===== src/design/keyed_ordered_table_core_defines.svh =====
// Assertion macros shared by the keyed ordered table design.
// Expects clk and arst_n in the scope of each use.
`ifndef KEYED_ORDERED_TABLE_CORE_DEFINES_SVH
`define KEYED_ORDERED_TABLE_CORE_DEFINES_SVH

// same-cycle implication
`define KOT_ASSERT_IMPL(lbl, ante, cons) \
	lbl: assert property (@(posedge clk) disable iff (!arst_n) (ante) |-> (cons)) \
		else $error("keyed table check failed");

// next-cycle implication
`define KOT_ASSERT_NEXT(lbl, ante, cons) \
	lbl: assert property (@(posedge clk) disable iff (!arst_n) (ante) |=> (cons)) \
		else $error("keyed table sequence check failed");

`endif


===== src/design/kot_pkg.sv =====
// Package for the keyed ordered table: sizes, request and status codes,
// interface structs and the ring address helper. No dependencies.
`timescale 1ns / 1ps

package kot_pkg;

	localparam int ENTRIES = 16;
	localparam int IDX_W = (ENTRIES > 1) ? $clog2(ENTRIES) : 1;
	localparam int CNT_W = $clog2(ENTRIES + 1);

	localparam int KEY_W = 32;
	localparam int VAL_W = 32;
	localparam int IN_TDATA_W = KEY_W + VAL_W;
	localparam int OUT_W = 1 + VAL_W + 2 + CNT_W;
	localparam int OUT_TDATA_W = ((OUT_W + 7) / 8) * 8;

	localparam logic [1:0] REQ_LOOKUP = 2'd0;
	localparam logic [1:0] REQ_UPSERT = 2'd1;
	localparam logic [1:0] REQ_INSERT = 2'd2;
	localparam logic [1:0] REQ_REMOVE = 2'd3;

	localparam logic [1:0] STAT_DONE = 2'd0;
	localparam logic [1:0] STAT_MISSING = 2'd1;
	localparam logic [1:0] STAT_FULL = 2'd2;

	typedef logic [IDX_W-1:0] idx_t;
	typedef logic [CNT_W-1:0] cnt_t;

	typedef struct packed {
		logic rd_en;
		idx_t rd_addr;
		logic wr_en;
		idx_t wr_addr;
		logic signed [KEY_W-1:0] wr_key;
		logic [VAL_W-1:0] wr_val;
	} mem_req_t;

	typedef struct packed {
		logic signed [KEY_W-1:0] key;
		logic [VAL_W-1:0] val;
	} mem_rd_t;

	typedef struct packed {
		cnt_t count;
		logic [1:0] status;
		logic [VAL_W-1:0] value;
		logic found;
	} res_t;

	// physical slot of logical position idx in the ring that starts at head
	function automatic idx_t phys_addr(input idx_t head, input idx_t idx);
		logic [IDX_W:0] s;
		s = {1'b0, head} + {1'b0, idx};
		if (s >= (IDX_W + 1)'(ENTRIES)) begin
			s = s - (IDX_W + 1)'(ENTRIES);
		end
		return s[IDX_W-1:0];
	endfunction

endpackage


===== src/design/kot_store.sv =====
// Key and value storage of the keyed ordered table: one write port and one
// read port with registered read data. Depends on kot_pkg.
`timescale 1ns / 1ps

module kot_store (
	input  logic              clk,
	input  kot_pkg::mem_req_t mem_req,
	output kot_pkg::mem_rd_t  rd_data
);
	import kot_pkg::*;

	logic signed [KEY_W-1:0] key_mem [ENTRIES];
	logic [VAL_W-1:0] val_mem [ENTRIES];

	always_ff @(posedge clk) begin
		if (mem_req.wr_en) begin
			key_mem[mem_req.wr_addr] <= mem_req.wr_key;
			val_mem[mem_req.wr_addr] <= mem_req.wr_val;
		end
		if (mem_req.rd_en) begin
			rd_data.key <= key_mem[mem_req.rd_addr];
			rd_data.val <= val_mem[mem_req.rd_addr];
		end
	end

endmodule


===== src/design/kot_ctrl.sv =====
// Sequencer of the keyed ordered table: key scan through the shared read
// port and compare, front insert, in-place update and compaction on remove.
// Depends on kot_pkg and keyed_ordered_table_core_defines.svh.
`timescale 1ns / 1ps
`include "keyed_ordered_table_core_defines.svh"

module kot_ctrl (
	input  logic                          clk,
	input  logic                          arst_n,
	input  logic                          in_valid,
	output logic                          in_ready,
	input  logic [1:0]                    in_type,
	input  logic signed [kot_pkg::KEY_W-1:0] in_key,
	input  logic [kot_pkg::VAL_W-1:0]     in_val,
	output logic                          res_valid,
	input  logic                          res_ready,
	output kot_pkg::res_t                 res,
	output kot_pkg::mem_req_t             mem_req,
	input  kot_pkg::mem_rd_t              rd_data
);
	import kot_pkg::*;

	localparam logic [2:0] S_IDLE = 3'd0;
	localparam logic [2:0] S_SCAN = 3'd1;
	localparam logic [2:0] S_DECIDE = 3'd2;
	localparam logic [2:0] S_SHIFT = 3'd3;
	localparam logic [2:0] S_DONE = 3'd4;

	logic [2:0] state_q;
	cnt_t fill_q;
	idx_t head_q;
	cnt_t rd_idx_q;
	logic cmp_vld_q;

	logic [1:0] type_q;
	logic signed [KEY_W-1:0] key_q;
	logic [VAL_W-1:0] val_q;
	logic hit_q;
	idx_t slot_q;
	idx_t cmp_idx_q;
	logic [VAL_W-1:0] vout_q;
	logic [1:0] status_q;

	idx_t rd_lidx;
	idx_t head_dec;
	logic rd_more;
	logic key_hit;
	logic cmp_last;
	logic needs_push;
	logic full;

	always_comb begin
		rd_lidx = rd_idx_q[IDX_W-1:0];
		rd_more = rd_idx_q < fill_q;
		head_dec = (head_q == '0) ? IDX_W'(ENTRIES - 1) : head_q - 1'b1;
		key_hit = cmp_vld_q && (rd_data.key == key_q);
		cmp_last = cmp_vld_q && ((CNT_W'(cmp_idx_q) + CNT_W'(1)) == fill_q);
		needs_push = (type_q == REQ_INSERT) || ((type_q == REQ_UPSERT) && !hit_q);
		full = fill_q == CNT_W'(ENTRIES);
		in_ready = state_q == S_IDLE;
		res_valid = state_q == S_DONE;
		res.found = hit_q;
		res.value = vout_q;
		res.status = status_q;
		res.count = fill_q;

		mem_req = '0;
		unique case (state_q)
			S_SCAN: begin
				mem_req.rd_en = rd_more;
				mem_req.rd_addr = phys_addr(head_q, rd_lidx);
			end
			S_DECIDE: begin
				if ((type_q == REQ_UPSERT) && hit_q) begin
					mem_req.wr_en = 1'b1;
					mem_req.wr_addr = phys_addr(head_q, slot_q);
				end else if (needs_push && !full) begin
					mem_req.wr_en = 1'b1;
					mem_req.wr_addr = head_dec;
				end
				mem_req.wr_key = key_q;
				mem_req.wr_val = val_q;
			end
			S_SHIFT: begin
				mem_req.rd_en = rd_more;
				mem_req.rd_addr = phys_addr(head_q, rd_lidx);
				// entry read last cycle moves up one slot
				mem_req.wr_en = cmp_vld_q;
				mem_req.wr_addr = phys_addr(head_q, cmp_idx_q - 1'b1);
				mem_req.wr_key = rd_data.key;
				mem_req.wr_val = rd_data.val;
			end
			S_IDLE, S_DONE: begin
			end
			default: begin
			end
		endcase
	end

	always_ff @(posedge clk or negedge arst_n) begin
		if (!arst_n) begin
			state_q <= S_IDLE;
			fill_q <= '0;
			head_q <= '0;
			rd_idx_q <= '0;
			cmp_vld_q <= 1'b0;
		end else begin
			unique case (state_q)
				S_IDLE: begin
					if (in_valid) begin
						rd_idx_q <= '0;
						cmp_vld_q <= 1'b0;
						state_q <= (fill_q == '0) ? S_DECIDE : S_SCAN;
					end
				end
				S_SCAN: begin
					if (rd_more) begin
						rd_idx_q <= rd_idx_q + 1'b1;
					end
					cmp_vld_q <= rd_more;
					if (key_hit || cmp_last) begin
						state_q <= S_DECIDE;
					end
				end
				S_DECIDE: begin
					state_q <= S_DONE;
					if ((type_q == REQ_REMOVE) && hit_q) begin
						rd_idx_q <= CNT_W'(slot_q) + CNT_W'(1);
						cmp_vld_q <= 1'b0;
						state_q <= S_SHIFT;
					end else if ((type_q != REQ_LOOKUP) && (type_q != REQ_REMOVE)
							&& needs_push && !full) begin
						fill_q <= fill_q + 1'b1;
						head_q <= head_dec;
					end
				end
				S_SHIFT: begin
					if (rd_more) begin
						rd_idx_q <= rd_idx_q + 1'b1;
					end
					cmp_vld_q <= rd_more;
					if (!rd_more && !cmp_vld_q) begin
						fill_q <= fill_q - 1'b1;
						state_q <= S_DONE;
					end
				end
				S_DONE: begin
					if (res_ready) begin
						state_q <= S_IDLE;
					end
				end
				default: begin
					state_q <= S_IDLE;
				end
			endcase
		end
	end

	always_ff @(posedge clk) begin
		unique case (state_q)
			S_IDLE: begin
				if (in_valid) begin
					type_q <= in_type;
					key_q <= in_key;
					val_q <= in_val;
					hit_q <= 1'b0;
					vout_q <= '0;
				end
			end
			S_SCAN: begin
				if (rd_more) begin
					cmp_idx_q <= rd_lidx;
				end
				if (key_hit) begin
					hit_q <= 1'b1;
					slot_q <= cmp_idx_q;
					vout_q <= rd_data.val;
				end
			end
			S_DECIDE: begin
				unique case (type_q)
					REQ_LOOKUP: status_q <= hit_q ? STAT_DONE : STAT_MISSING;
					REQ_UPSERT: status_q <= (!hit_q && full) ? STAT_FULL : STAT_DONE;
					REQ_INSERT: status_q <= full ? STAT_FULL : STAT_DONE;
					REQ_REMOVE: status_q <= hit_q ? STAT_DONE : STAT_MISSING;
					default: status_q <= STAT_DONE;
				endcase
				if (type_q != REQ_LOOKUP) begin
					vout_q <= '0;
				end
			end
			S_SHIFT: begin
				if (rd_more) begin
					cmp_idx_q <= rd_lidx;
				end
			end
			S_DONE: begin
			end
			default: begin
			end
		endcase
	end

	`KOT_ASSERT_IMPL(a_fill_bound, 1'b1, fill_q <= CNT_W'(ENTRIES))
	`KOT_ASSERT_IMPL(a_scan_no_write, state_q == S_SCAN, !mem_req.wr_en)
	`KOT_ASSERT_IMPL(a_port_no_clash, mem_req.wr_en && mem_req.rd_en,
		mem_req.wr_addr != mem_req.rd_addr)
	`KOT_ASSERT_NEXT(a_done_hold, state_q == S_DONE && !res_ready,
		state_q == S_DONE && $stable(res))

endmodule


===== src/design/keyed_ordered_table_core.sv =====
// Top level of the keyed ordered table: stream ports, sequencer, storage and
// the result register. Depends on kot_pkg, kot_ctrl and kot_store.
`timescale 1ns / 1ps

// Bounded key/value table kept newest first in a ring of ENTRIES slots, one
// request per transaction with exactly one result each. A request walks the
// stored keys through the single registered read port and one compare:
// acceptance, then a scan that stops at the newest match or after the oldest
// entry (skipped on an empty table), a step to decide and write, and a step to
// hand over the result; a remove then compacts the entries behind the removed
// one at one slot per cycle.
// s_tready is high only between requests; the result register lets the next
// request start while the previous result waits.
module keyed_ordered_table_core (
	input  logic                              clk,
	input  logic                              arst_n,
	input  logic                              s_tvalid,
	output logic                              s_tready,
	// [31:0] req_key (signed), [63:32] req_value
	input  logic [kot_pkg::IN_TDATA_W-1:0]    s_tdata,
	// [1:0] req_type
	input  logic [1:0]                        s_tuser,
	output logic                              m_tvalid,
	input  logic                              m_tready,
	// [0] found, [32:1] value_out, [34:33] status, [39:35] entry_count
	output logic [kot_pkg::OUT_TDATA_W-1:0]   m_tdata
);
	import kot_pkg::*;

	mem_req_t mem_req;
	mem_rd_t rd_data;
	res_t res;
	logic res_valid;
	logic res_ready;

	logic out_valid_q;
	res_t out_res_q;

	assign res_ready = !out_valid_q || m_tready;

	kot_ctrl u_ctrl (
		.clk       (clk),
		.arst_n    (arst_n),
		.in_valid  (s_tvalid),
		.in_ready  (s_tready),
		.in_type   (s_tuser),
		.in_key    (s_tdata[KEY_W-1:0]),
		.in_val    (s_tdata[KEY_W+VAL_W-1:KEY_W]),
		.res_valid (res_valid),
		.res_ready (res_ready),
		.res       (res),
		.mem_req   (mem_req),
		.rd_data   (rd_data)
	);

	kot_store u_store (
		.clk     (clk),
		.mem_req (mem_req),
		.rd_data (rd_data)
	);

	always_ff @(posedge clk or negedge arst_n) begin
		if (!arst_n) begin
			out_valid_q <= 1'b0;
		end else if (res_ready) begin
			out_valid_q <= res_valid;
		end
	end

	always_ff @(posedge clk) begin
		if (res_ready && res_valid) begin
			out_res_q <= res;
		end
	end

	assign m_tvalid = out_valid_q;
	assign m_tdata = OUT_TDATA_W'(out_res_q);

endmodule

===== config.mk =====
export PLATFORM = sky130hd
export DESIGN_NAME = keyed_ordered_table_core
export DESIGN_NICKNAME = d
export VERILOG_FILES = /design/src/design/kot_pkg.sv /design/src/design/kot_store.sv /design/src/design/kot_ctrl.sv /design/src/design/keyed_ordered_table_core.sv
export VERILOG_INCLUDE_DIRS = /design/src /design/src/design
export SDC_FILE = /design/constraint.sdc
export NUM_CORES = 1
export LEC_CHECK = 0
export BUFFER_PORTS_ARGS = -buffer_cell sky130_fd_sc_hd__buf_2
export CAP_MARGIN = 15
export CORE_MARGIN = 8
export CORE_UTILIZATION = 36
export CTS_BUF_LIST = sky130_fd_sc_hd__clkbuf_8
export CTS_CLUSTER_DIAMETER = 50
export CTS_CLUSTER_SIZE = 30
export DETAILED_ROUTE_END_ITERATION = 16
export SETUP_SLACK_MARGIN = 0.02
export SYNTH_ARGS = -nofsm -noshare
export SYNTH_HDL_FRONTEND = slang
export SYNTH_SLANG_ARGS = --single-unit

===== constraint.sdc =====
create_clock -name clk -period 6.99 [get_ports clk]
set_input_delay 0 -clock clk [delete_from_list [all_inputs] [get_ports clk]]
set_output_delay 0 -clock clk [all_outputs]
set_load 0.05 [all_outputs]

==> results.cfg, run 1 <==
[critical_path]
worstSetupStartpointType = flop
rrSetupSlack_ns = 2.74
worstSetupEndpointType = flop
reg2reg_from = u_ctrl.cmp_idx_q[0]
crit_fanout = 40
cp.arrival_ns = 4.70
path_class = reg2reg
critPathLaunch = u_ctrl.cmp_idx_q[0]
required_ns = 7.43

[clock_network]
cts_max_path_buffers = 3
cts.sinks = 1256
cts-root-buf = clkbuf_8
path_clk_slew_ns = 0.10
cts.repair.resized = 0
clk_latency_ns = 0.86
numCtsBuffers = 110
htreeDepth = 3
cts_tree = built

[die]
start_util_pct = 36.28
die_area_sq_um = 148600
io-pin-count = 112
die_y_um = 385.5
core_region_area_sq_um = 135500
num_rows = 135
fp.dieW_um = 385.5

[routing]
drc = 0
drt-pass1-iter-count = 5
drt-initial-drc-count = 2221
via_per_inst = 5.297
ant_nets = 0
dr_total_vias = 25560
routed_wl_um = 117300
wl_per_cell_um = 24.31

[layout]
area_delta_synth_final_pct = 13.68
fill_cells = 12024
final_core_util_pct = 41.24
drive_above_1_share_pct = 18.75
fin_nets = 3042

[min_path]
hold_class = in2reg
worstHoldStart = s_tvalid

[synthesis]
synth_area_leaders = edfxtp_1 76%, mux4_2 8.8%, o211ai_1 2.0%
synth_ff_type = edfxtp_1
synth_nets = 2808
async_reset_ff_share_pct = 1.513
yosysTopAreaCell = edfxtp_1
synth_edf_count = 1237
synth_area_sq_um = 49150
synthTopCellsByCount = 1237 x edfxtp_1, 225 x nor2_1, 192 x mux4_2
netlist_instances = 2709
synth-seq-area-share_pct = 76.54
synth-warning-count = 0
ys_ff_latch = 1256
avgSynthCellArea_sq_um = 18.14
ys_types = 58
synth.most_common_cell = edfxtp_1
yosysTopAreaCellShare_pct = 75.58

[timing]
rsz0062_at_grt = false
setup_viol = 0
final_max_slew_viol_count = 0
finalCritPeriodShare_pct = 60.87
timing.slew.headroom_pct = 16.79
fin_skew_ns = 0.07199
finalSetupTns_ns = 0
worst_slack_ns = 2.735
layout_min_cycle_time_ns = 4.255
max_freq_ghz = 0.2350
final_hold_viol_count = 0
tightest_slew_ns = 1.248

[global_route]
grt_max_degree = 170
overflow = 0
grt_pass1_wl_um = 172700
grt_pass1_vias = 25367
grt_usage_pct = 15.57
antenna_found_initial = 5

[place]
pre_cts_ws_ns = 2.735
hpwl_um = 61690
io_buffer_count = 111
gp_congestion = 0.7675

[power_and_ir_drop]
vdd_drop_max_mv = 0.3222
p_leak_nw = 17.69
power_density_nw_per_um2 = 412.1

[flow_run]
maxCapViolCount = 0

[outcome]
outcome = completed
==> through the flow <==
stage	std cells	hold slack (ns)	total power, mW	cell area [sq um]
detailed placement	4474	-0.0009910	18.43	51890
CTS	4820	0.08061	23.27	55850
finish	4825	0.1950	23.02	55870
global placement	4474	0.0003836	18.34	51890
global route	4825	0.1269	24.20	55870
floorplan	2709	-0.2956	15.71	49150
==> cell families after synthesis <==
family | share of synthesized area [%]
buf+inv | 1.657
fa+ha+maj | 0.7994
mux | 10.33
flops | 76.54
compound gates | 5.776
xor+xnor | 0.9801
simple gates | 3.910
==> worst max-delay path, cell delays in order, from the launching register on <==
cell      delay [ns]
edfxtp_1        0.50
inv_1           0.10
ha_1            0.37
inv_1           0.06
ha_1            0.27
a21o_1          0.18
a21oi_1         0.17
xnor2_1         0.13
o221ai_1        0.26
nand2_1         0.31
nor2_4          0.71
buf_4           0.75
==> placed cells by master, fill, tap and decap left out, drive strengths merged, types with 5 or more instances in the layout <==
cell type       n
a21o            8
a21oi          13
and2           34
buf           154
bufinv          8
clkbuf        111
clkinv         37
clkinvlp       10
dfrtp          19
dlygate4sd3   137
edfxtp       1237
ha             25
inv            69
mux2i          72
mux4          192
nand2         159
nand2b          5
nand3           8
nand4           7
nor2          226
nor3            6
o211ai        128
o21ai         138
o22ai         129
o31ai           6
xnor2          44
xor2           11
==> metal layers <==
metal	vias to the layer above	GRT usage, %	part of all wire (%)
li1	11291	-	-
met3	159	3.265	7.0
met5	-	0	0
met2	821	24.61	47
met4	0	3.756	2.1
met1	13289	22.12	44
==> final cells by class <==
| type | instances | area (sq um) | share of cell area, % |
|---|---|---|---|
| Antenna cell | 4 | 10.01 | 0.01792 |
| Clock buffer | 110 | 1514 | 2.710 |
| Clock inverter | 99 | 1076 | 1.926 |
| Inverter | 25 | 96.34 | 0.1724 |
| Multi-Input combinational cell | 1258 | 10920 | 19.55 |
| Sequential cell | 1256 | 37620 | 67.34 |
| Tap cell | 1781 | 2228 | 3.988 |
| Timing Repair Buffer | 292 | 2401 | 4.297 |
==> sequential cells by signal, summed over array words and instances, names as in the netlist, 32 cells and up <==
name,cells
u_store.val_mem,512
u_store.key_mem,512
u_store.rd_data,64
u_ctrl.vout_q,32
m_tdata,40
u_ctrl.key_q,32
u_ctrl.val_q,32
==> worst paths after layout <==
path | depth (start not counted) | endpoint
setup / recovery | 11 | u_store.key_mem[14][8]
hold / removal | 6 | u_ctrl.state_q[1]
setup reg to reg | 11 | u_store.key_mem[14][8]
hold reg to reg | 0 | m_tdata[16]
max in group asynchronous | 3 | u_ctrl.state_q[0]
min in group asynchronous | 3 | u_ctrl.rd_idx_q[3]
==> power breakdown <==
| group | total (mW) | internal (mW) | switching (mW) |
|---|---|---|---|
| registers | 10.5 | 9.99 | 0.537 |
| logic | 7.70 | 2.85 | 4.85 |
| clock network | 4.79 | 1.96 | 2.83 |
==> timing repair <==
item / 4_1_cts / 5_1_grt
endpoints found under the hold margin: 125 / 0
setup buffers: 0 / 0
hold buffers: 137 / 0
Power figures use the tool's default switching activity.
==> inputs of run 2 (changes only) <==
clock period = 4.3 ns   (was 6.99 ns; I/O delays follow)
==> results.cfg, run 2 (synthesized netlist as in run 1, its figures left out) <==
[outcome]
outcome = completed

[die]
die_area_sq_um = 148600
core_region_area_sq_um = 135500
die_y_um = 385.5
start_util_pct = 36.28
fp.dieW_um = 385.5
io-pin-count = 112
num_rows = 135

[global_route]
antenna_found_initial = 6
overflow = 0
grt_pass1_vias = 25633
grt_max_degree = 180
grt_usage_pct = 16.11
grt_pass1_wl_um = 177400

[timing]
timing.slew.headroom_pct = 28.65
final_hold_viol_count = 0
final_max_slew_viol_count = 0
finalSetupTns_ns = 0
layout_min_cycle_time_ns = 3.443
worst_slack_ns = 0.8566
fin_skew_ns = 0.06756
max_freq_ghz = 0.2904
setup_viol = 0
tightest_slew_ns = 1.066
finalCritPeriodShare_pct = 80.08
rsz0062_at_grt = false

[critical_path]
critPathLaunch = u_ctrl.cmp_idx_q[0]
worstSetupStartpointType = flop
cp.arrival_ns = 4.00
path_class = reg2reg
crit_fanout = 21
required_ns = 4.85
reg2reg_from = u_ctrl.cmp_idx_q[0]
worstSetupEndpointType = flop

[layout]
reg_top3 = u_store.key_mem: 512 flops, u_store.val_mem: 512 flops, u_store.rd_data: 64 flops
final_area_sq_um = 56700
instances_no_fill = 4858
fin_nets = 3071
area_delta_synth_final_pct = 15.36
layout.cells.most_common_list = 1237 x edfxtp_1, 205 x nor2_1, 192 x mux4_2, 157 x nand2_1, 137 x dlygate4sd3_1
fill_cells = 11934
drive_above_1_share_pct = 19.92
final_common_cell = edfxtp_1

[min_path]
worstHoldStart = s_tvalid
hold_class = in2reg

[place]
io_buffer_count = 111
gp_congestion = 0.7894
dpl_cell_area_sq_um = 52490
hpwl_um = 61400
pre_cts_ws_ns = 0.8904
dp_cells = 4502

[routing]
drc = 0
wl_per_cell_um = 25.13
routed_wl_um = 122100
via_per_inst = 5.365
drt-pass1-iter-count = 6
drt-initial-drc-count = 2273
dr_total_vias = 26061
ant_nets = 0

[clock_network]
cts_max_path_buffers = 3
cts_tree = built
cts.repair.resized = 0
cts.sinks = 1256
path_clk_slew_ns = 0.11
clk_latency_ns = 0.87
numCtsBuffers = 112
cts-root-buf = clkbuf_8
htreeDepth = 3

[power_and_ir_drop]
p_leak_nw = 18.03
power_density_nw_per_um2 = 673.9
vdd_drop_max_mv = 1.225

[flow_run]
maxCapViolCount = 0
run 2: cell types whose count changed in the layout (fill, tap and decap cells not counted), sizes merged:
cell	previous run	this run
buf	154	182
clkinvlp	10	12
clkinv	37	28
diode	4	5
clkbuf	111	115
inv	69	70
bufinv	8	14
run 2: worst paths after layout:
path / end / slack (ns) / cells after the start
setup reg to reg: u_store.val_mem[7][8] / 0.86 / 11
hold reg to reg: m_tdata[33] / 0.42 / 0
setup / recovery: u_store.val_mem[7][8] / 0.86 / 11
max in group asynchronous: u_ctrl.state_q[0] / 3.17 / 3
hold / removal: u_ctrl.state_q[1] / 0.17 / 6
min in group asynchronous: m_tvalid / 0.41 / 3
run 2: final cells by class:
class | instances | area [sq um] | share of cell area, %
timing repair buffer | 319 | 2985 | 5.265
sequential | 1256 | 37620 | 66.36
clock buffer | 115 | 1583 | 2.792
clock inverter | 99 | 1237 | 2.183
tap | 1781 | 2228 | 3.930
inverter | 25 | 96.34 | 0.1699
antenna | 5 | 12.51 | 0.02207
multi-input combinational | 1258 | 10930 | 19.28
run 2: what timing repair did:
item,CTS,global route
hold buffers,137,0
hold endpoints to repair,127,0
setup buffers,0,0
run 2: stage by stage:
step / utilization, % / hold WS (ns) / power (mW)
detailed placement: 38.75 / 0.02896 / 30.17
CTS: 41.84 / 0.1055 / 38.57
finish: 41.85 / 0.1660 / 38.21
global route: 41.85 / 0.1245 / 40.06
floorplan: - / -0.2956 / 25.53
global placement: 38.75 / 0.02287 / 29.99
run 2: layer usage:
layer / track usage, % / up-vias / wire length [um]
li1: - / 11389 / -
met1: 23.20 / 13642 / 54630
met2: 25.60 / 892 / 57140
met3: 3.077 / 138 / 8242
met4: 3.314 / 0 / 2052
met5: 0 / - / 0
run 2: worst max-delay path, stage by stage, from the launching register on:
cell	delay [ns]
edfxtp_1	0.51
inv_1	0.10
ha_1	0.37
inv_1	0.07
ha_1	0.26
a21o_1	0.17
a21oi_1	0.17
xnor2_1	0.18
o221a_2	0.25
nand2_1	0.22
nor2_4	0.55
buf_12	0.27
run 2: report_power, final:
group | total (mW) | internal [mW] | switching, mW
clock network | 8.34 | 3.67 | 4.67
logic | 12.9 | 4.86 | 8.04
registers | 17.0 | 16.2 | 0.737
total | 38.2 | 24.8 | 13.5
